==> config.mk <==
export PLATFORM = sky130hd
export DESIGN_NAME = riff_wave_chunk_parser_flat
export DESIGN_NICKNAME = d
export VERILOG_FILES = /design/src/hw/rtl/rwcp_pkg.sv /design/src/hw/rtl/rwcp_if.sv /design/src/hw/rtl/riff_wave_chunk_parser.sv /design/src/flat_wrapper.sv
export SDC_FILE = /design/constraint.sdc
export NUM_CORES = 1
export LEC_CHECK = 0
export BUFFER_PORTS_ARGS = -buffer_cell sky130_fd_sc_hd__buf_2
export CAP_MARGIN = 20
export CORE_UTILIZATION = 35
export CTS_CLUSTER_DIAMETER = 40
export DETAILED_ROUTE_END_ITERATION = 10
export GPL_TIMING_DRIVEN = 0
export MAX_ROUTING_LAYER = met4
export PLACE_DENSITY = 0.48
export SYNTH_ARGS = -nofsm -noshare
export SYNTH_HDL_FRONTEND = slang
export SYNTH_SLANG_ARGS = --single-unit
==> constraint.sdc <==
create_clock -name clk -period 5.7 [get_ports clk]
set_clock_uncertainty 0.1 [all_clocks]
set_input_delay 1.14 -clock clk [delete_from_list [all_inputs] [get_ports clk]]
set_output_delay 1.14 -clock clk [all_outputs]
set_load 0.01 [all_outputs]
==> src/hw/rtl/rwcp_pkg.sv <==
`default_nettype none
package rwcp_pkg;

    localparam int unsigned HEADER_BYTES = 12;
    localparam int unsigned FMT_BYTES    = 16;
    localparam int unsigned HEAD_BYTES   = 8;
    localparam int unsigned QUEUE_DEPTH  = 4;
    localparam int unsigned PTR_W        = $clog2(QUEUE_DEPTH);
    localparam int unsigned CNT_W        = $clog2(QUEUE_DEPTH + 1);

    localparam logic [31:0] TAG_FMT  = 32'h2074_6D66;
    localparam logic [31:0] TAG_DATA = 32'h6174_6164;

    localparam logic KIND_PCM    = 1'b0;
    localparam logic KIND_STATUS = 1'b1;

    typedef enum logic [2:0] {
        PH_HEADER,
        PH_HEAD,
        PH_BODY,
        PH_PAD,
        PH_IGNORE
    } phase_t;

    typedef enum logic [2:0] {
        ST_OK,
        ST_TOO_SHORT,
        ST_BAD_MAGIC,
        ST_NO_FMT,
        ST_NO_DATA
    } status_t;

    typedef struct packed {
        logic        item_kind;
        logic [7:0]  pcm_byte;
        logic        chunk_start;
        logic [2:0]  parse_status;
        logic [15:0] format_tag;
        logic [15:0] channel_count;
        logic [31:0] sample_rate;
        logic [31:0] byte_rate;
        logic [15:0] block_align;
        logic [15:0] sample_bits;
        logic        is_last;
    } result_t;

    function automatic logic [7:0] magic_byte(input logic [3:0] idx);
        logic [7:0] val;
        begin
            unique case (idx)
                4'd0:    val = 8'h52;
                4'd1:    val = 8'h49;
                4'd2:    val = 8'h46;
                4'd3:    val = 8'h46;
                4'd8:    val = 8'h57;
                4'd9:    val = 8'h41;
                4'd10:   val = 8'h56;
                4'd11:   val = 8'h45;
                default: val = 8'h00;
            endcase
            return val;
        end
    endfunction

    function automatic logic magic_checked(input logic [3:0] idx);
        begin
            return (idx < 4'd4) || ((idx >= 4'd8) && (idx < 4'(HEADER_BYTES)));
        end
    endfunction

endpackage
`default_nettype wire

==> src/hw/rtl/rwcp_if.sv <==
`default_nettype none
interface rwcp_byte_if;
    logic       valid;
    logic       ready;
    logic [7:0] in_byte;
    logic       end_of_file;

    modport source (output valid, output in_byte, output end_of_file, input ready);
    modport sink   (input valid, input in_byte, input end_of_file, output ready);
endinterface

interface rwcp_result_if;
    logic        valid;
    logic        ready;
    logic        item_kind;
    logic [7:0]  pcm_byte;
    logic        chunk_start;
    logic [2:0]  parse_status;
    logic [15:0] format_tag;
    logic [15:0] channel_count;
    logic [31:0] sample_rate;
    logic [31:0] byte_rate;
    logic [15:0] block_align;
    logic [15:0] sample_bits;
    logic        is_last;

    modport source (
        output valid, output item_kind, output pcm_byte, output chunk_start,
        output parse_status, output format_tag, output channel_count,
        output sample_rate, output byte_rate, output block_align,
        output sample_bits, output is_last, input ready
    );
    modport sink (
        input valid, input item_kind, input pcm_byte, input chunk_start,
        input parse_status, input format_tag, input channel_count,
        input sample_rate, input byte_rate, input block_align,
        input sample_bits, input is_last, output ready
    );
endinterface
`default_nettype wire

==> src/hw/rtl/riff_wave_chunk_parser.sv <==
// Each byte's results are registered in a result queue and leave it in order.
// Throughput: one byte per cycle while the queue holds at most two items; each byte
// is parsed by counters and compares. A final byte inside a data chunk yields two
// results, a data item and then a status item, drained through the four-entry queue.
// Reset (rst_n low, asynchronous) clears the parse state, the format fields and the queue;
// the final byte of each file returns the parse state and format fields to reset values.
`default_nettype none
module riff_wave_chunk_parser
    import rwcp_pkg::*;
(
    input  wire                  clk,
    input  wire                  rst_n,
    rwcp_byte_if.sink            file_stream,
    rwcp_result_if.source        result_stream
);

    phase_t             phase_reg, phase_next, phase_proc;
    logic [31:0]        pos_reg, pos_next, pos_proc, pos_inc;
    logic [31:0]        tag_reg, tag_next;
    logic [31:0]        len_reg, len_next, len_full;
    logic               bad_reg, bad_next, bad_proc;
    logic               fmt_seen_reg, fmt_seen_next, fmt_seen_proc;
    logic               data_seen_reg, data_seen_next, data_seen_proc;
    logic [127:0]       latched_reg, latched_next, latched_proc;
    logic [7:0]         shadow_reg [FMT_BYTES];
    logic               shadow_we;

    result_t            queue_reg [QUEUE_DEPTH];
    logic [PTR_W-1:0]   wr_ptr_reg, wr_ptr_next, rd_ptr_reg, rd_ptr_next;
    logic [CNT_W-1:0]   count_reg, count_next;

    logic               accept, pop, eof;
    logic [7:0]         b;
    logic               data_push, status_push;
    result_t            data_item, status_item, first_item;
    status_t            status;
    logic               body_last, is_fmt, is_data;

    assign b      = file_stream.in_byte;
    assign eof    = file_stream.end_of_file;
    assign accept = file_stream.valid && file_stream.ready;
    assign pop    = result_stream.valid && result_stream.ready;

    assign pos_inc   = pos_reg + 32'd1;
    assign len_full  = {b, len_reg[23:0]};
    assign body_last = (pos_inc == len_reg);
    assign is_fmt    = (tag_reg == TAG_FMT);
    assign is_data   = (tag_reg == TAG_DATA);

    assign file_stream.ready = (count_reg <= CNT_W'(QUEUE_DEPTH - 2));

    // Datapath: magic check, chunk head capture, fmt capture, data emission
    always_comb
    begin
        bad_proc       = bad_reg;
        tag_next       = tag_reg;
        len_next       = len_reg;
        fmt_seen_proc  = fmt_seen_reg;
        data_seen_proc = data_seen_reg;
        latched_proc   = latched_reg;
        shadow_we      = 1'b0;
        data_push      = 1'b0;
        data_item      = '0;
        data_item.item_kind   = KIND_PCM;
        data_item.pcm_byte    = b;
        data_item.chunk_start = (pos_reg == 32'd0);
        if (accept)
        begin
            unique case (phase_reg)
                PH_HEADER:
                begin
                    if (magic_checked(pos_reg[3:0]) && (b != magic_byte(pos_reg[3:0])))
                    begin
                        bad_proc = 1'b1;
                    end
                end
                PH_HEAD:
                begin
                    if (pos_reg[2])
                    begin
                        len_next[8*pos_reg[1:0] +: 8] = b;
                    end
                    else
                    begin
                        tag_next[8*pos_reg[1:0] +: 8] = b;
                    end
                    if ((pos_reg[2:0] == 3'(HEAD_BYTES - 1)) && is_data)
                    begin
                        data_seen_proc = 1'b1;
                    end
                end
                PH_BODY:
                begin
                    if (is_fmt && (pos_reg < 32'(FMT_BYTES)))
                    begin
                        shadow_we = 1'b1;
                        if ((pos_reg[3:0] == 4'(FMT_BYTES - 1)) &&
                            (len_reg >= 32'(FMT_BYTES)))
                        begin
                            fmt_seen_proc = 1'b1;
                            latched_proc  = {b, shadow_reg[14], shadow_reg[13],
                                             shadow_reg[12], shadow_reg[11], shadow_reg[10],
                                             shadow_reg[9], shadow_reg[8], shadow_reg[7],
                                             shadow_reg[6], shadow_reg[5], shadow_reg[4],
                                             shadow_reg[3], shadow_reg[2], shadow_reg[1],
                                             shadow_reg[0]};
                        end
                    end
                    data_push = is_data;
                end
                default:
                begin
                end
            endcase
        end
    end

    // Next phase and position
    always_comb
    begin
        phase_proc = phase_reg;
        pos_proc   = pos_reg;
        if (accept)
        begin
            unique case (phase_reg)
                PH_HEADER:
                begin
                    if (pos_reg[3:0] == 4'(HEADER_BYTES - 1))
                    begin
                        pos_proc   = '0;
                        phase_proc = bad_proc ? PH_IGNORE : PH_HEAD;
                    end
                    else
                    begin
                        pos_proc = pos_inc;
                    end
                end
                PH_HEAD:
                begin
                    if (pos_reg[2:0] == 3'(HEAD_BYTES - 1))
                    begin
                        pos_proc = '0;
                        if (len_full != 32'd0)
                        begin
                            phase_proc = PH_BODY;
                        end
                    end
                    else
                    begin
                        pos_proc = pos_inc;
                    end
                end
                PH_BODY:
                begin
                    if (body_last)
                    begin
                        pos_proc   = '0;
                        phase_proc = len_reg[0] ? PH_PAD : PH_HEAD;
                    end
                    else
                    begin
                        pos_proc = pos_inc;
                    end
                end
                PH_PAD:
                begin
                    pos_proc   = '0;
                    phase_proc = PH_HEAD;
                end
                default:
                begin
                end
            endcase
        end
    end

    // Status item and end-of-file return to the reset state
    always_comb
    begin
        status_push = accept && eof;
        priority if (phase_proc == PH_HEADER) status = ST_TOO_SHORT;
        else if (bad_proc)                    status = ST_BAD_MAGIC;
        else if (!fmt_seen_proc)              status = ST_NO_FMT;
        else if (!data_seen_proc)             status = ST_NO_DATA;
        else                                  status = ST_OK;

        status_item               = '0;
        status_item.item_kind     = KIND_STATUS;
        status_item.parse_status  = status;
        status_item.format_tag    = latched_proc[15:0];
        status_item.channel_count = latched_proc[31:16];
        status_item.sample_rate   = latched_proc[63:32];
        status_item.byte_rate     = latched_proc[95:64];
        status_item.block_align   = latched_proc[111:96];
        status_item.sample_bits   = latched_proc[127:112];
        status_item.is_last       = 1'b1;

        first_item = data_push ? data_item : status_item;

        if (status_push)
        begin
            phase_next     = PH_HEADER;
            pos_next       = '0;
            bad_next       = 1'b0;
            fmt_seen_next  = 1'b0;
            data_seen_next = 1'b0;
            latched_next   = '0;
        end
        else
        begin
            phase_next     = phase_proc;
            pos_next       = pos_proc;
            bad_next       = bad_proc;
            fmt_seen_next  = fmt_seen_proc;
            data_seen_next = data_seen_proc;
            latched_next   = latched_proc;
        end

        wr_ptr_next = wr_ptr_reg + PTR_W'(data_push) + PTR_W'(status_push);
        rd_ptr_next = rd_ptr_reg + PTR_W'(pop);
        count_next  = count_reg + CNT_W'(data_push) + CNT_W'(status_push) - CNT_W'(pop);
    end

    always_ff @(posedge clk or negedge rst_n)
    begin
        if (!rst_n)
        begin
            phase_reg     <= PH_HEADER;
            pos_reg       <= '0;
            bad_reg       <= 1'b0;
            fmt_seen_reg  <= 1'b0;
            data_seen_reg <= 1'b0;
            latched_reg   <= '0;
            wr_ptr_reg    <= '0;
            rd_ptr_reg    <= '0;
            count_reg     <= '0;
        end
        else
        begin
            phase_reg     <= phase_next;
            pos_reg       <= pos_next;
            bad_reg       <= bad_next;
            fmt_seen_reg  <= fmt_seen_next;
            data_seen_reg <= data_seen_next;
            latched_reg   <= latched_next;
            wr_ptr_reg    <= wr_ptr_next;
            rd_ptr_reg    <= rd_ptr_next;
            count_reg     <= count_next;
        end
    end

    always_ff @(posedge clk)
    begin
        tag_reg <= tag_next;
        len_reg <= len_next;
        if (shadow_we)
        begin
            shadow_reg[pos_reg[3:0]] <= b;
        end
        if (data_push || status_push)
        begin
            queue_reg[wr_ptr_reg] <= first_item;
        end
        if (data_push && status_push)
        begin
            queue_reg[wr_ptr_reg + PTR_W'(1)] <= status_item;
        end
    end

    assign result_stream.valid         = (count_reg != '0);
    assign result_stream.item_kind     = queue_reg[rd_ptr_reg].item_kind;
    assign result_stream.pcm_byte      = queue_reg[rd_ptr_reg].pcm_byte;
    assign result_stream.chunk_start   = queue_reg[rd_ptr_reg].chunk_start;
    assign result_stream.parse_status  = queue_reg[rd_ptr_reg].parse_status;
    assign result_stream.format_tag    = queue_reg[rd_ptr_reg].format_tag;
    assign result_stream.channel_count = queue_reg[rd_ptr_reg].channel_count;
    assign result_stream.sample_rate   = queue_reg[rd_ptr_reg].sample_rate;
    assign result_stream.byte_rate     = queue_reg[rd_ptr_reg].byte_rate;
    assign result_stream.block_align   = queue_reg[rd_ptr_reg].block_align;
    assign result_stream.sample_bits   = queue_reg[rd_ptr_reg].sample_bits;
    assign result_stream.is_last       = queue_reg[rd_ptr_reg].is_last;

`ifndef SYNTHESIS
    a_queue_bound: assert property (@(posedge clk) disable iff (!rst_n)
        count_reg <= CNT_W'(QUEUE_DEPTH))
        else $error("result queue overflow");

    a_eof_rewind: assert property (@(posedge clk) disable iff (!rst_n)
        (accept && eof) |=> (phase_reg == PH_HEADER) && (pos_reg == 32'd0) && !fmt_seen_reg)
        else $error("parser did not rewind after final byte");

    a_body_pos: assert property (@(posedge clk) disable iff (!rst_n)
        (phase_reg == PH_BODY) |-> (pos_reg < len_reg))
        else $error("body position past chunk length");

    a_head_pos: assert property (@(posedge clk) disable iff (!rst_n)
        (phase_reg == PH_HEAD) |-> (pos_reg < 32'(HEAD_BYTES)))
        else $error("chunk head position out of range");
`endif

endmodule
`default_nettype wire

==> src/flat_wrapper.sv <==
// flat-port wrapper written by rule: the top's interface ports become plain ports
module riff_wave_chunk_parser_flat import rwcp_pkg::*;
  (clk, rst_n, file_stream_valid, file_stream_in_byte, file_stream_end_of_file, file_stream_ready, result_stream_valid, result_stream_item_kind, result_stream_pcm_byte, result_stream_chunk_start, result_stream_parse_status, result_stream_format_tag, result_stream_channel_count, result_stream_sample_rate, result_stream_byte_rate, result_stream_block_align, result_stream_sample_bits, result_stream_is_last, result_stream_ready);
  rwcp_byte_if file_stream_i ();
  rwcp_result_if result_stream_i ();
  input  wire clk;
  input  wire rst_n;
  input wire logic [$bits(file_stream_i.valid)-1:0] file_stream_valid;
  input wire logic [$bits(file_stream_i.in_byte)-1:0] file_stream_in_byte;
  input wire logic [$bits(file_stream_i.end_of_file)-1:0] file_stream_end_of_file;
  output wire logic [$bits(file_stream_i.ready)-1:0] file_stream_ready;
  output wire logic [$bits(result_stream_i.valid)-1:0] result_stream_valid;
  output wire logic [$bits(result_stream_i.item_kind)-1:0] result_stream_item_kind;
  output wire logic [$bits(result_stream_i.pcm_byte)-1:0] result_stream_pcm_byte;
  output wire logic [$bits(result_stream_i.chunk_start)-1:0] result_stream_chunk_start;
  output wire logic [$bits(result_stream_i.parse_status)-1:0] result_stream_parse_status;
  output wire logic [$bits(result_stream_i.format_tag)-1:0] result_stream_format_tag;
  output wire logic [$bits(result_stream_i.channel_count)-1:0] result_stream_channel_count;
  output wire logic [$bits(result_stream_i.sample_rate)-1:0] result_stream_sample_rate;
  output wire logic [$bits(result_stream_i.byte_rate)-1:0] result_stream_byte_rate;
  output wire logic [$bits(result_stream_i.block_align)-1:0] result_stream_block_align;
  output wire logic [$bits(result_stream_i.sample_bits)-1:0] result_stream_sample_bits;
  output wire logic [$bits(result_stream_i.is_last)-1:0] result_stream_is_last;
  input wire logic [$bits(result_stream_i.ready)-1:0] result_stream_ready;
  assign file_stream_i.valid = file_stream_valid;
  assign file_stream_i.in_byte = file_stream_in_byte;
  assign file_stream_i.end_of_file = file_stream_end_of_file;
  assign file_stream_ready = file_stream_i.ready;
  assign result_stream_valid = result_stream_i.valid;
  assign result_stream_item_kind = result_stream_i.item_kind;
  assign result_stream_pcm_byte = result_stream_i.pcm_byte;
  assign result_stream_chunk_start = result_stream_i.chunk_start;
  assign result_stream_parse_status = result_stream_i.parse_status;
  assign result_stream_format_tag = result_stream_i.format_tag;
  assign result_stream_channel_count = result_stream_i.channel_count;
  assign result_stream_sample_rate = result_stream_i.sample_rate;
  assign result_stream_byte_rate = result_stream_i.byte_rate;
  assign result_stream_block_align = result_stream_i.block_align;
  assign result_stream_sample_bits = result_stream_i.sample_bits;
  assign result_stream_is_last = result_stream_i.is_last;
  assign result_stream_i.ready = result_stream_ready;
  riff_wave_chunk_parser u_core (.clk(clk), .rst_n(rst_n), .file_stream(file_stream_i), .result_stream(result_stream_i));
endmodule
# == Word level (Yosys, flattened, before mapping) ==
# Memories as Yosys holds them, arrays and structs flattened.
# Index checks and enable logic that the tools add are counted.
# classes
div,0
muxes,53
shifts,2
reduce_logical,21
n_bitwise,1
n_mul,0
magnitude_cmp,6
n_eq_ne,10
addsub,9
# ops
operator,n
128-bit 2-to-1 mux,5
32-bit 2-to-1 mux,5
142-bit 2-to-1 mux,1
32-bit case mux with 4 select lines,1
32-bit bitwise mux,2
5-bit negator with 34-bit output,1
"8-bit by 34-bit variable shift with 32-bit output, first input constant",1
8-bit by 34-bit variable part select with 32-bit output,1
3-bit 2-to-1 mux,11
"32-bit by 1-bit adder with 32-bit output, second input constant",1
"32-bit by 30-bit == test with 1-bit output, second input constant",1
"32-bit by 31-bit == test with 1-bit output, second input constant",1
32-bit == test,1
"32-bit by 5-bit >= comparator with 1-bit output, second input constant",1
32-bit logical NOT,1
"32-bit by 5-bit < comparator with 1-bit output, second input constant",1
32-bit nonzero test,1
1-bit 2-to-1 mux,24
8-bit 2-to-1 mux,2
3-bit case mux with 4 select lines,1
1-bit logical AND,9
"4-bit == test, second input constant",2
8-bit != test,1
2-bit by 1-bit adder with 2-bit output,3
19 further kinds,24
# totals
inputBits,13
latch_bits,0
rom_bits,96
elab_cells,116
output_inout_bits,144
ramBits,696
regBits,237
memories,3
# memory_table
name,depth,width,rd,rd_ports_with_merged_regs,wr,line,source
u_core.queue_reg,4,142,1,0,2,riff_wave_chunk_parser.sv:28,result_t queue_reg [QUEUE_DEPTH];
u_core.shadow_reg,16,8,15,0,1,riff_wave_chunk_parser.sv:25,logic [7:0] shadow_reg [FMT_BYTES];
(name not given),16,6,1,0,0,rwcp_pkg.sv:50,unique case (idx)

# == Longest topological paths before layout ==
# Gate-level depths: netlist of the first run.
# depth
ltp_word,15
mapped_depth,13
ltp_nobuf,11

# == Worst setup path before layout of the first run ==
# OpenSTA, ideal clock, no wires.
# synth_timing
path_kind,input to register
start,input port file_stream_valid
end,"memory u_core.queue_reg[1][100] (netlist name), enable pin"
cell_stages,9
path_buffers,2
arrival_ns,5.275
t_required_ns,5.116
setup_slack_ns,-0.158
setup_ns,0.484
cell_sequence,o21ai_1 -> nor3_1 -> nand2_1 -> clkbuf_1 -> nand2_1 -> o21ai_0 -> or2_2 -> clkbuf_1 -> inv_1
# synth_lines
item,line,source
start: declaration,flat_wrapper.sv:8,input wire logic [$bits(file_stream_i.valid)-1:0] file_stream_valid;
end: declaration,riff_wave_chunk_parser.sv:28,

==> summary.md, run 1 <==
The gate count after technology mapping was 2,631; the XOR/XNOR share of the synthesized area was 0.0118. Buffers inserted to repair hold after CTS numbered 0. The endpoint identified for the worst register-to-register timing path is u_core.queue_reg[0][103]. After the first detailed-routing iteration, the DRC count stood at 1,618. In this run the power density over the cells is 446 mW/mm^2.

During placement, the flow inserted port buffers numbering 155. The power share of the clock group is 0.418, and the synthesized-area fraction occupied by and/or/nand/nor cells is 0.122. The tree is rooted in a sky130_fd_sc_hd__clkbuf_16. STA puts the critical path data required time at 6.05 ns. Of all nets on the critical path, the largest fanout is 10. Sort of element at the end of the critical path: a flip-flop. The number of gates resized after CTS was 0. The startpoint identified for the worst register-to-register timing path is u_core.count_reg[0].

From synthesis to final layout, the design area changed by 20.1%. The async set-reset flop share out of synthesis is 0.188. After synthesis, the largest family of logic cells by area is simple AND/OR/NAND/NOR gates.

The worst setup path startpoint is u_core.count_reg[0]. The post-synth design cell area was 0.0378 mm^2; the minimum clock period after layout was 5.18 ns. The run gives 0.698 as the sequential-to-total area share from yosys stat. The logs give 0.254 for the worst relative slew slack and 0 for the count of max-cap constraint violations. After clock tree synthesis, the clock-pin slew on the worst setup and hold paths is 0.05 ns. The number of antenna violations at the first check in global routing is 7, and the number of enable flip-flop cells after synthesis is 708. After detailed routing, the average wire length per cell comes to 23.8 um. The number of clock buffers added by TritonCTS is 138.

The layout cell share with drive strength beyond 1 came out at 0.190. In the layout the commonest cells are sky130_fd_sc_hd__nor2_1, sky130_fd_sc_hd__edfxtp_1, sky130_fd_sc_hd__dfrtp_1, sky130_fd_sc_hd__buf_2, sky130_fd_sc_hd__mux4_2. Summed over all nets, the half-perimeter wirelength after detailed placement is 66,600 um. The run finished with clean final reports. The die is 331 um tall. STA classifies the critical path startpoint as a flip-flop. The first global-routing pass estimated 153,000 um of wire. The run gives 0 as the number of setup buffers added after CTS. The analysis attributes to cell leakage a power of 15.6 nW. The effective utilization at floorplan was 0.353; the placer congestion estimate was 0.816. The number of distinct library cells after synthesis was 71. For the worst-skew pair, the clock arrives at the later sink with an insertion delay of 0.72 ns. The tools report the largest vdd supply drop as 207 uV. The classification of the worst-slack hold path was in -> async. Setup repair after global routing left no endpoint under its margin.

The number of pins with negative max-slew slack in the final report is 0, and the arithmetic-cell share of the synthesized area counting full adders, half adders and majority gates is 0.00549. Pin placement for this block handled 157 I/O pins. Entering global routing, the biggest net connects 103 pins. Commonest non-fill, non-tap cell in the layout: sky130_fd_sc_hd__nor2_1. The synthesis warning total came out at 0. The final route contains 23,200 vias. The detail route stage leaves a number of antenna-violating nets equal to 0. The worst register-to-register path has a depth of 12. For this run, design rule violations remaining after detail routing come to 0. The count of non-filler cells in the finished layout is 4,462, and the number of failing setup endpoints in the final timing report is 0.

The number of hold violations in the final report was 0. The logs give 0.201 for the overall routing resource usage and 0 ns for the post-route setup TNS. The fraction of power spent switching nets was 0.284. The number of detailed-route iterations in the first pass is 5.

Combinational group share of total power: 0.205. In the final design database the tool counted 2,976 nets. Dividing the detail-routed via count by the number of cells gives 5.19. The internal power of the cells totals 0.0145 W. The post-synth net total is 2,658, and the net load switching power is 0.00575 W. Row generation in the floorplan step produced 120 rows. The arrival time of data at the critical path endpoint was 5.53 ns.

Slack of the worst reg-to-reg path: 0.52 ns. The tools report the routed wire length as 106,000 um. TritonCTS built the clock tree. The post-route fraction of the period consumed by the critical path works out to 0.910. The most used flip-flop cell after synthesis is sky130_fd_sc_hd__edfxtp_1. A synthesized cell averages 14.4 um^2.

The die is 331 um wide. The floorplan step defined a core boundary enclosing 0.107 mm^2. Including well taps, the total number of placed cells is 4,209. The tools report the sequential cell fraction of total power as 0.377. By startpoint and endpoint, the worst setup path is classified as reg -> reg. The synthesized design contains 921 register bits. Hold timing on the final database bottoms out at a slack of 0.325 ns. After global routing the overflow that remains totals 0. The clock passes through at most 3 buffers. The logs give 0.109 mm^2 for the area of the die and 921 for the total clock sinks.

The actual slew at the worst max-slew pin works out to 1.11 ns. The number of global-route vias before repair is 23,600, and the number of flip-flops in the largest register is 564. The share of synthesized area spent on multiplexers came out at 0.119. The share of the synthesized area in compound gates (AO/OA/AOI/OAI) came out at 0.0234. Timing would allow up to 193 MHz. The H-tree was split into 4 levels.
==> through the flow <==
stage          cell area [um^2]  total power [W]  worst slack (ns)  utilization
6_report                  45400           0.0202             0.515        0.424
5_1_grt                   45400           0.0210             0.252        0.424
4_1_cts                   45400           0.0205             0.222        0.424
3_5_place_dp              40700           0.0120            -0.309        0.381
3_3_place_gp              40400           0.0120             -3.78        0.377
2_1_floorplan             37800           0.0102            0.0633            -
==> worst max-delay path: stages, from the launching register on <==
cell,delay [ns]
sky130_fd_sc_hd__dfrtp_1,0.40
sky130_fd_sc_hd__nor3b_1,0.26
sky130_fd_sc_hd__o21ai_1,0.35
sky130_fd_sc_hd__nor3_1,0.78
sky130_fd_sc_hd__nand2_1,0.32
sky130_fd_sc_hd__clkbuf_1,0.31
sky130_fd_sc_hd__nand2_1,0.15
sky130_fd_sc_hd__nor3_1,0.05
sky130_fd_sc_hd__o21ai_1,0.87
sky130_fd_sc_hd__clkbuf_1,0.46
sky130_fd_sc_hd__buf_8,0.23
sky130_fd_sc_hd__clkbuf_1,0.52
sky130_fd_sc_hd__nor2_1,0.09
==> layout make-up <==
type                    instances  area, um^2
well taps                    1403        1760
multi-input cells            1513       10700
fillers                      9819       61700
plain buffers                 173         677
repair buffers                178        1170
clock buffers                 163        3640
clock inverters                86         990
diodes                          1        2.50
inverters                      24         113
flip-flops and latches        921       26400
==> per-layer routing <==
layer,vias up,global-route usage,part of all wire
li1,10300,-,-
met1,12000,0.256,0.42
met2,700,0.322,0.49
met3,170,0.0404,0.059
met4,0,0.0625,0.025
met5,-,-,0
==> cells by family (layout without fill, tap and decap cells) <==
group	Yosys count	count (layout)
AND/OR/NAND/NOR	1053	1053
multiplexers	275	275
adder cells (fa/ha/maj)	15	15
other	0	1
buffers and inverters	197	624
AO/OA/AOI/OAI	119	119
flip-flops	921	921
XOR/XNOR	51	51
==> Yosys cell counts, types with 23 or more instances <==
| library cell | n | area [um^2] |
|---|---|---|
| sky130_fd_sc_hd__nor2_1 | 731 | 2740 |
| sky130_fd_sc_hd__edfxtp_1 | 708 | 21300 |
| sky130_fd_sc_hd__dfrtp_1 | 173 | 4330 |
| sky130_fd_sc_hd__mux4_2 | 141 | 3180 |
| sky130_fd_sc_hd__mux2i_1 | 132 | 1320 |
| sky130_fd_sc_hd__clkbuf_1 | 122 | 458 |
| sky130_fd_sc_hd__nand2_1 | 71 | 267 |
| sky130_fd_sc_hd__nand3_1 | 49 | 245 |
| sky130_fd_sc_hd__and2_1 | 44 | 275 |
| sky130_fd_sc_hd__dfxtp_1 | 40 | 801 |
| sky130_fd_sc_hd__buf_1 | 37 | 139 |
| sky130_fd_sc_hd__xnor2_1 | 32 | 280 |
| sky130_fd_sc_hd__nor3_1 | 28 | 140 |
| sky130_fd_sc_hd__nand4_1 | 27 | 169 |
| sky130_fd_sc_hd__nor4_1 | 26 | 163 |
| sky130_fd_sc_hd__inv_1 | 23 | 86.3 |
==> power by group through the flow <==
stage | logic [W] | clock network [W] | registers (W)
floorplan | 0.00243 | 0 | 0.00774
global placement | 0.00416 | 0 | 0.00779
detailed placement | 0.00424 | 0 | 0.00775
CTS | 0.00425 | 0.00861 | 0.00762
global route | 0.00446 | 0.00887 | 0.00764
finish | 0.00415 | 0.00846 | 0.00762
==> worst max-delay path by stage <==
stage,end,slack [ns],depth (start not counted)
finish,u_core.queue_reg[0][103],0.52,12
global route,u_core.queue_reg[0][77],0.25,12
CTS,u_core.queue_reg[2][119],0.22,11
detailed placement,u_core.queue_reg[2][121],-0.31,11
global placement,u_core.queue_reg[0][87],-3.78,10
floorplan,u_core.queue_reg[0][100],0.06,9
No activity file was read; power rests on OpenSTA's default activity.
==> run 2: changes to the inputs <==
--- a/config.mk
+++ b/config.mk
@@ -5,7 +5,7 @@
 export SDC_FILE = /design/constraint.sdc
 export NUM_CORES = 1
 export LEC_CHECK = 0
-export BUFFER_PORTS_ARGS = -buffer_cell sky130_fd_sc_hd__buf_2
+export BUFFER_PORTS_ARGS = -buffer_cell sky130_fd_sc_hd__buf_4
 export CAP_MARGIN = 20
 export CORE_UTILIZATION = 35
 export CTS_CLUSTER_DIAMETER = 40
==> run 2 against run 1 <==
  * Largest power group unchanged
  * Total power increased by 0.86%
  * Final cell count about the same
  * Die area unchanged
  * Sequential power about the same
  * Critical path depth unchanged
  * Non-clock buffer count decreased by 3
  * Combinational power increased by 7.0%
==> summary.md, run 2 (same netlist as run 1, synthesis figures left out) <==
The run finished with clean final reports. Compared with the post-synthesis result, the final layout area differs by 21.0%. The post-route setup TNS came out at 0 ns (unchanged).

The slack of the worst reg-to-reg path is 0.57 ns (+0.05 ns), and the critical path's largest stage delay is 0.83 ns (-0.04 ns). The run gives 0.250 (-0.00401) as the worst relative slew slack. The clock root buffer is sky130_fd_sc_hd__clkbuf_16. Leaving out fill and tap cells, the most frequent cell in the layout is sky130_fd_sc_hd__nor2_1. The final routed DRC violation total was 0 (unchanged); the count of max-cap constraint violations was 0 (unchanged). The maximum clock frequency is 195 MHz (+1.1%). Data required time of the critical path: 6.05 ns (about the same).

The overall routing resource usage is 0.202 (+0.00161), and the number of flip-flops in the largest register is 564 (unchanged). The setup path with the least slack is of type reg -> reg. The tools report the worst-skew pair later-pin latency as 0.74 ns (+0.02 ns). Critical register-to-register path endpoint: u_core.queue_reg[0][121]. The largest vdd supply drop was 284 uV (+37%).

The count of non-filler cells in the finished layout was 4,464 (+0.045%); the maximum fanout along the worst path was 10 (unchanged). Number of detailed-route iterations in the first pass: 5 (unchanged). For the aggregate global routing overflow, the log shows 0 (unchanged). The number of nets in the final layout was 2,972 (-0.13%); the layout cell share with drive strength beyond 1 was 0.192 (+0.00184). The worst hold path belongs to the class in -> async. The count of buffers from port buffering is 155 (unchanged).

The worst setup path startpoint was u_core.tag_reg[0]. The clock slew seen by the registers of the worst setup and hold paths came out at 0.06 ns (about the same). In the layout the commonest cells are sky130_fd_sc_hd__nor2_1, sky130_fd_sc_hd__edfxtp_1, sky130_fd_sc_hd__dfrtp_1, sky130_fd_sc_hd__buf_4, sky130_fd_sc_hd__mux4_2.

The number of pins with negative max-slew slack in the final report was 0 (unchanged); the global-route wire length before repair was 154,000 um (+0.63%). The area of the die is 0.109 mm^2 (unchanged), and the total CTS buffers is 136 (-1.4%). The actual slew at the worst max-slew pin is 1.13 ns (+0.0135 ns). The number of cells in the design after placement is 4,207 (-0.048%). The worst register-to-register path begins at u_core.tag_reg[0]. The smallest setup slack after layout was 0.570 ns (+0.0548 ns); the number of setup buffers added after CTS was 0 (unchanged). The most numerous cell type found on the critical path is sky130_fd_sc_hd__clkbuf_1. The tools report the arrival time of data at the critical path endpoint as 5.48 ns (-0.05 ns).

The core area is 0.107 mm^2 (unchanged). The run gives 0.353 (unchanged) as the effective utilization at floorplan. The reported leakage power is 15.7 nW (+0.50%).

STA classifies the critical path endpoint as a flip-flop. Placer congestion estimate: 0.866 (+6.2%). Vias after detailed routing: 23,100 (-0.41%).

The run gives 0 (unchanged) as the final antenna-violating net count. The horizontal die dimension was 331 um (unchanged). The utilization of the core after routing was 0.427 (+0.00321); the maximum level of the CTS H-tree was 4 (unchanged). The run gives 1,619 (+0.062%) as the initial DRC count. For the number of hold violations in the final report, the log shows 0 (unchanged).

The cell depth of the worst flop-to-flop path works out to 12 (unchanged). The tools report the type of origin of the critical path as a flip-flop. I/O pin total: 157 (unchanged). On the critical path, the stage with the largest delay is an instance of sky130_fd_sc_hd__o21ai_1. The signal on the critical path passes through nor4b_1 -> nand4_1 -> nor4_1 -> nand2_1 -> clkbuf_1 -> nand2_1 -> nor3_1 -> o21ai_1 -> clkbuf_1 -> buf_16 -> clkbuf_1 -> nor2_1. TritonCTS built the clock tree. The half-perimeter wire length of the detailed placement result is 67,100 um (+0.62%), and the total clock sinks is 921 (unchanged). The number of antenna violations at the first check in global routing was 3 (-4); the post-route fraction of the period consumed by the critical path was 0.900 (-0.00962). For the number of global-route vias before repair, the log shows 23,700 (+0.38%). The run gives 3 (unchanged) as the largest buffer count on any clock path. The minimum clock period after layout was 5.13 ns (-0.0548 ns). The maximum number of pins on one net before global-route repair came out at 106 (+2.9%). Setup repair after global routing left no endpoint under its margin. The die span in y works out to 331 um (unchanged). Routed wire length: 107,000 um (+0.51%). The vias per cell came out at 5.17 (-0.45%). The final total power is 0.0204 W (+0.86%), and the number of rows in the core area is 120 (unchanged). Power density relative to cell area: 446 mW/mm^2 (about the same). Worst setup slack before clock tree synthesis: -0.169 ns (+0.141 ns). The number of failing setup endpoints in the final timing report is 0 (unchanged), and the routed wirelength normalized by instance count is 23.9 um (+0.47%).
[run 2: routing by layer]
layer,wire length [um],track usage,up-vias,part of all wire
met1,45200,0.257,11900,0.42
li1,-,-,10300,-
met3,6210,0.0372,181,0.058
met2,52600,0.327,721,0.49
met5,0,-,-,0
met4,2640,0.0636,0,0.025
[run 2: final cells by class]
type	count	area, um^2
fill	9676	61300
timing repair inverter	1	5.00
timing repair buffer	175	1530
inverter	24	113
antenna	1	2.50
tap	1403	1760
clock buffer	161	3590
multi-input combinational	1513	10700
sequential	921	26400
clock inverter	92	1010
buffer	173	678
[run 2: repair_timing]
item	in CTS	in global routing
hold buffers	0	0
resized for setup	0	1
endpoints found under the setup margin	0	29
[run 2: worst max path at each step]
stage	endpoint	cells after the start
global placement	u_core.queue_reg[0][87]	10
global route	u_core.queue_reg[2][119]	13
CTS	u_core.queue_reg[2][119]	13
detailed placement	u_core.queue_reg[2][114]	12
floorplan	u_core.queue_reg[0][100]	9
finish	u_core.queue_reg[0][121]	12
[run 2: where the power goes]
part / switching [W] / internal (W) / total [W]
registers: 0.0000865 / 0.00753 / 0.00762
clock network: 0.00321 / 0.00513 / 0.00835
logic: 0.00253 / 0.00191 / 0.00444
[run 2: stage by stage]
stage	hold slack [ns]	cell area, um^2
global placement	0.336	40700
detailed placement	0.340	41100
finish	0.300	45700
CTS	0.295	45700
global route	0.326	45700
floorplan	0.318	37800
[run 2: worst max-delay path, delay by kind of cell (launching register included)]
| family | cells | cell delay [ns] |
|---|---|---|
| compound gates | 1 | 0.83 |
| flops | 1 | 0.40 |
| simple gates | 7 | 1.95 |
| buf+inv | 4 | 1.54 |
==> run 3: changes to the inputs <==
--- a/config.mk
+++ b/config.mk
@@ -13,6 +13,7 @@
 export GPL_TIMING_DRIVEN = 0
 export MAX_ROUTING_LAYER = met4
 export PLACE_DENSITY = 0.48
+export RECOVER_POWER = 25
 export SYNTH_ARGS = -nofsm -noshare
 export SYNTH_HDL_FRONTEND = slang
 export SYNTH_SLANG_ARGS = --single-unit
==> run 3 against run 2 <==
  * The flow now finishes with violations (capacitance limit, slew limit)
  * Largest cell class unchanged
  * Die area unchanged
  * Critical path type unchanged
  * Register-to-register slack better by 0.04 ns
  * Non-clock buffer count did not move
  * Highest routed layer unchanged
  * Clock power is essentially flat
  * Count of clock-buffer cells in the layout unchanged
  * First-iteration DRC count grew 1.7%
==> summary.md, run 3 (same netlist as run 1, synthesis figures left out) <==
For the total clock sinks, the log shows 921 (unchanged). Half-perimeter wire length of the detailed placement result: 67,100 um (unchanged). The die span in y works out to 331 um (unchanged).

The area growth from synthesis to layout was 20.8% (about the same); the arrival time of data at the critical path endpoint was 5.43 ns (-0.05 ns). The final antenna-violating net count is 0 (unchanged). TritonCTS built the clock tree. The number of flip-flops in the largest register is 564 (unchanged).

For the I/O pin total, the log shows 157 (unchanged). The setup path with the least slack is of type reg -> reg. The minimum clock period after layout was 5.09 ns (-0.0375 ns); the maximum level of the CTS H-tree was 4 (unchanged). The actual slew at the worst max-slew pin is 3.88 ns (+2.76 ns), and the routed wirelength normalized by instance count is 23.9 um (about the same). The checks that failed: capacitance limit, slew limit.

The count of hold-fix buffers inserted at cts is 0 (unchanged), and the number of detailed-route iterations in the first pass is 5 (unchanged). The worst setup slack before clock tree synthesis was -0.169 ns (unchanged). Setup repair after global routing left no endpoint under its margin. Largest buffer count on any clock path: 3 (unchanged). The logs give -1.59 (-1.84) for the worst relative slew slack and 217 (+217) for the number of pins with negative max-slew slack in the final report. The core area is 0.107 mm^2 (unchanged).

The sort of element at the end of the critical path was a flip-flop. The final routed DRC violation total is 0 (unchanged). The vias per cell was 5.16 (about the same).

For the placer congestion estimate, the log shows 0.866 (unchanged). Clock root buffer: sky130_fd_sc_hd__clkbuf_16. The post-route fraction of the period consumed by the critical path was 0.893 (-0.00658); the overall routing resource usage was 0.202 (unchanged). The detailed-routed wire length on met3 was 6170 um (-0.64%). Smallest setup slack after layout: 0.608 ns (+0.0375 ns). For the data required time of the critical path, the log shows 6.04 ns (about the same). The number of nets in the final layout was 2,972 (unchanged).

Classification of the worst-slack hold path: reg -> reg. The horizontal die dimension was 331 um (unchanged); the maximum clock frequency was 196 MHz (+0.74%). Reported leakage power: 15.6 nW (-0.55%). The cell area after placement was 0.0411 mm^2 (unchanged). Aggregate global routing overflow: 0 (unchanged). In the layout the commonest cells are sky130_fd_sc_hd__nor2_1, sky130_fd_sc_hd__edfxtp_1, sky130_fd_sc_hd__dfrtp_1, sky130_fd_sc_hd__clkbuf_1, sky130_fd_sc_hd__buf_4.

The number of cells in the design after placement is 4,207 (unchanged), and the number of failing setup endpoints in the final timing report is 0 (unchanged). Number of hold violations in the final report: 0 (unchanged). The run gives 0.0204 W (about the same) as the final total power.

The commonest non-fill, non-tap cell in the layout was sky130_fd_sc_hd__nor2_1. The global-route wire length before repair is 154,000 um (unchanged). For the count of non-filler cells in the finished layout, the log shows 4,465 (+0.022%). Total CTS buffers: 136 (unchanged). The design area is 0.0457 mm^2 (about the same), and the layout cell share with drive strength beyond 1 is 0.187 (-0.00458). The maximum fanout along the worst path came out at 30 (+20). The number of antenna violations at the first check in global routing is 3 (unchanged), and the effective utilization at floorplan is 0.353 (unchanged). The uppermost layer routed was met4. The tools report the routed metal-1 wire length as 45,100 um (-0.18%). The run finished, with violations left.

The count of max-cap constraint violations was 9 (+9); the vias after detailed routing was 23,100 (-0.022%). The routed wire length was 107,000 um (about the same); the number of global-route vias before repair was 23,700 (unchanged). The count of buffers from port buffering is 155 (unchanged). STA classifies the critical path startpoint as a flip-flop.

The number of rows in the core area was 120 (unchanged); the power density relative to cell area was 446 mW/mm^2 (about the same). The tools report the worst-skew pair later-pin latency as 0.74 ns (about the same). The maximum number of pins on one net before global-route repair is 106 (unchanged). For the area of the die, the log shows 0.109 mm^2 (unchanged). The total length of routed met2 wires was 52,700 um (+0.28%); the clock slew seen by the registers of the worst setup and hold paths was 0.05 ns (about the same).

The logs give 1,647 (+1.7%) for the initial DRC count and 282 uV (-0.50%) for the largest vdd supply drop.
## run 3: changes by cell type in the layout (fill, tap and decap cells not counted), moves of 2 or more
cell	previous run	this run
sky130_fd_sc_hd__and2_1	44	2
sky130_fd_sc_hd__buf_4	155	145
sky130_fd_sc_hd__clkbuf_1	139	152
sky130_fd_sc_hd__and2_0	0	42
sky130_fd_sc_hd__buf_2	16	14
## run 3: critical path, cell delays in order, from the launching register on
cell and delay [ns]:
sky130_fd_sc_hd__dfrtp_1 0.35, sky130_fd_sc_hd__inv_1 0.07, sky130_fd_sc_hd__ha_1 0.20, sky130_fd_sc_hd__o21ai_1 0.64, sky130_fd_sc_hd__nor3_1 0.33, sky130_fd_sc_hd__nand2_1 0.24, sky130_fd_sc_hd__clkbuf_1 0.40, sky130_fd_sc_hd__inv_1 0.14
sky130_fd_sc_hd__nand2_1 0.15, sky130_fd_sc_hd__nor2_1 0.15, sky130_fd_sc_hd__a21oi_2 0.62, sky130_fd_sc_hd__clkinvlp_4 0.74, sky130_fd_sc_hd__buf_12 0.38, sky130_fd_sc_hd__buf_12 0.20
## run 3: layout make-up
cell class                      instances  area [um^2]
Antenna cell                            2         5.00
Fill cell                            9683        61300
Tap cell                             1403         1760
Buffer                                173          678
Clock buffer                          161         3590
Sequential cell                       921        26400
Timing Repair inverter                  1         5.00
Inverter                               24          113
Timing Repair Buffer                  175         1490
Multi-Input combinational cell       1513        10700
Clock inverter                         92         1010
## run 3: per-stage QoR
step                utilization  hold WS (ns)  setup TNS (ns)
floorplan                     -         0.318               0
global placement          0.381         0.336        -1714.56
detailed placement        0.384         0.340           -8.34
CTS                       0.427         0.295               0
global route              0.427         0.361               0
finish                    0.427         0.348               0
## run 3: power by group
part | leakage [nW] | switching [W] | internal (W)
logic | 4.11 | 0.00254 | 0.00189
registers | 9.30 | 0.0000858 | 0.00753
clock network | 2.22 | 0.00321 | 0.00513
total | 15.6 | 0.00583 | 0.0146
## run 3: what timing repair did
item,CTS,global route
resized for setup,0,1
endpoints found under the setup margin,0,29
hold endpoints to repair,0,0
setup buffers,0,0
## run 3: worst paths after layout
path / end / cells past startpoint / startpoint / slack (ns)
min reg2reg: u_core.queue_reg[0][0] / 2 / u_core.queue_reg[0][0] / 0.35
max: u_core.queue_reg[2][119] / 13 / u_core.count_reg[1] / 0.61
max in group asynchronous: u_core.latched_reg[86] / 1 / rst_n / 1.38
max reg2reg: u_core.queue_reg[2][119] / 13 / u_core.count_reg[1] / 0.61
min: u_core.queue_reg[0][0] / 2 / u_core.queue_reg[0][0] / 0.35
min in group asynchronous: u_core.wr_ptr_reg[0] / 1 / rst_n / 1.89
## run 3: routing by layer
layer | global-route usage | vias up
li1 | - | 10300
met1 | 0.257 | 11900
met2 | 0.327 | 694
met3 | 0.0372 | 173
met4 | 0.0636 | 0
met5 | - | -
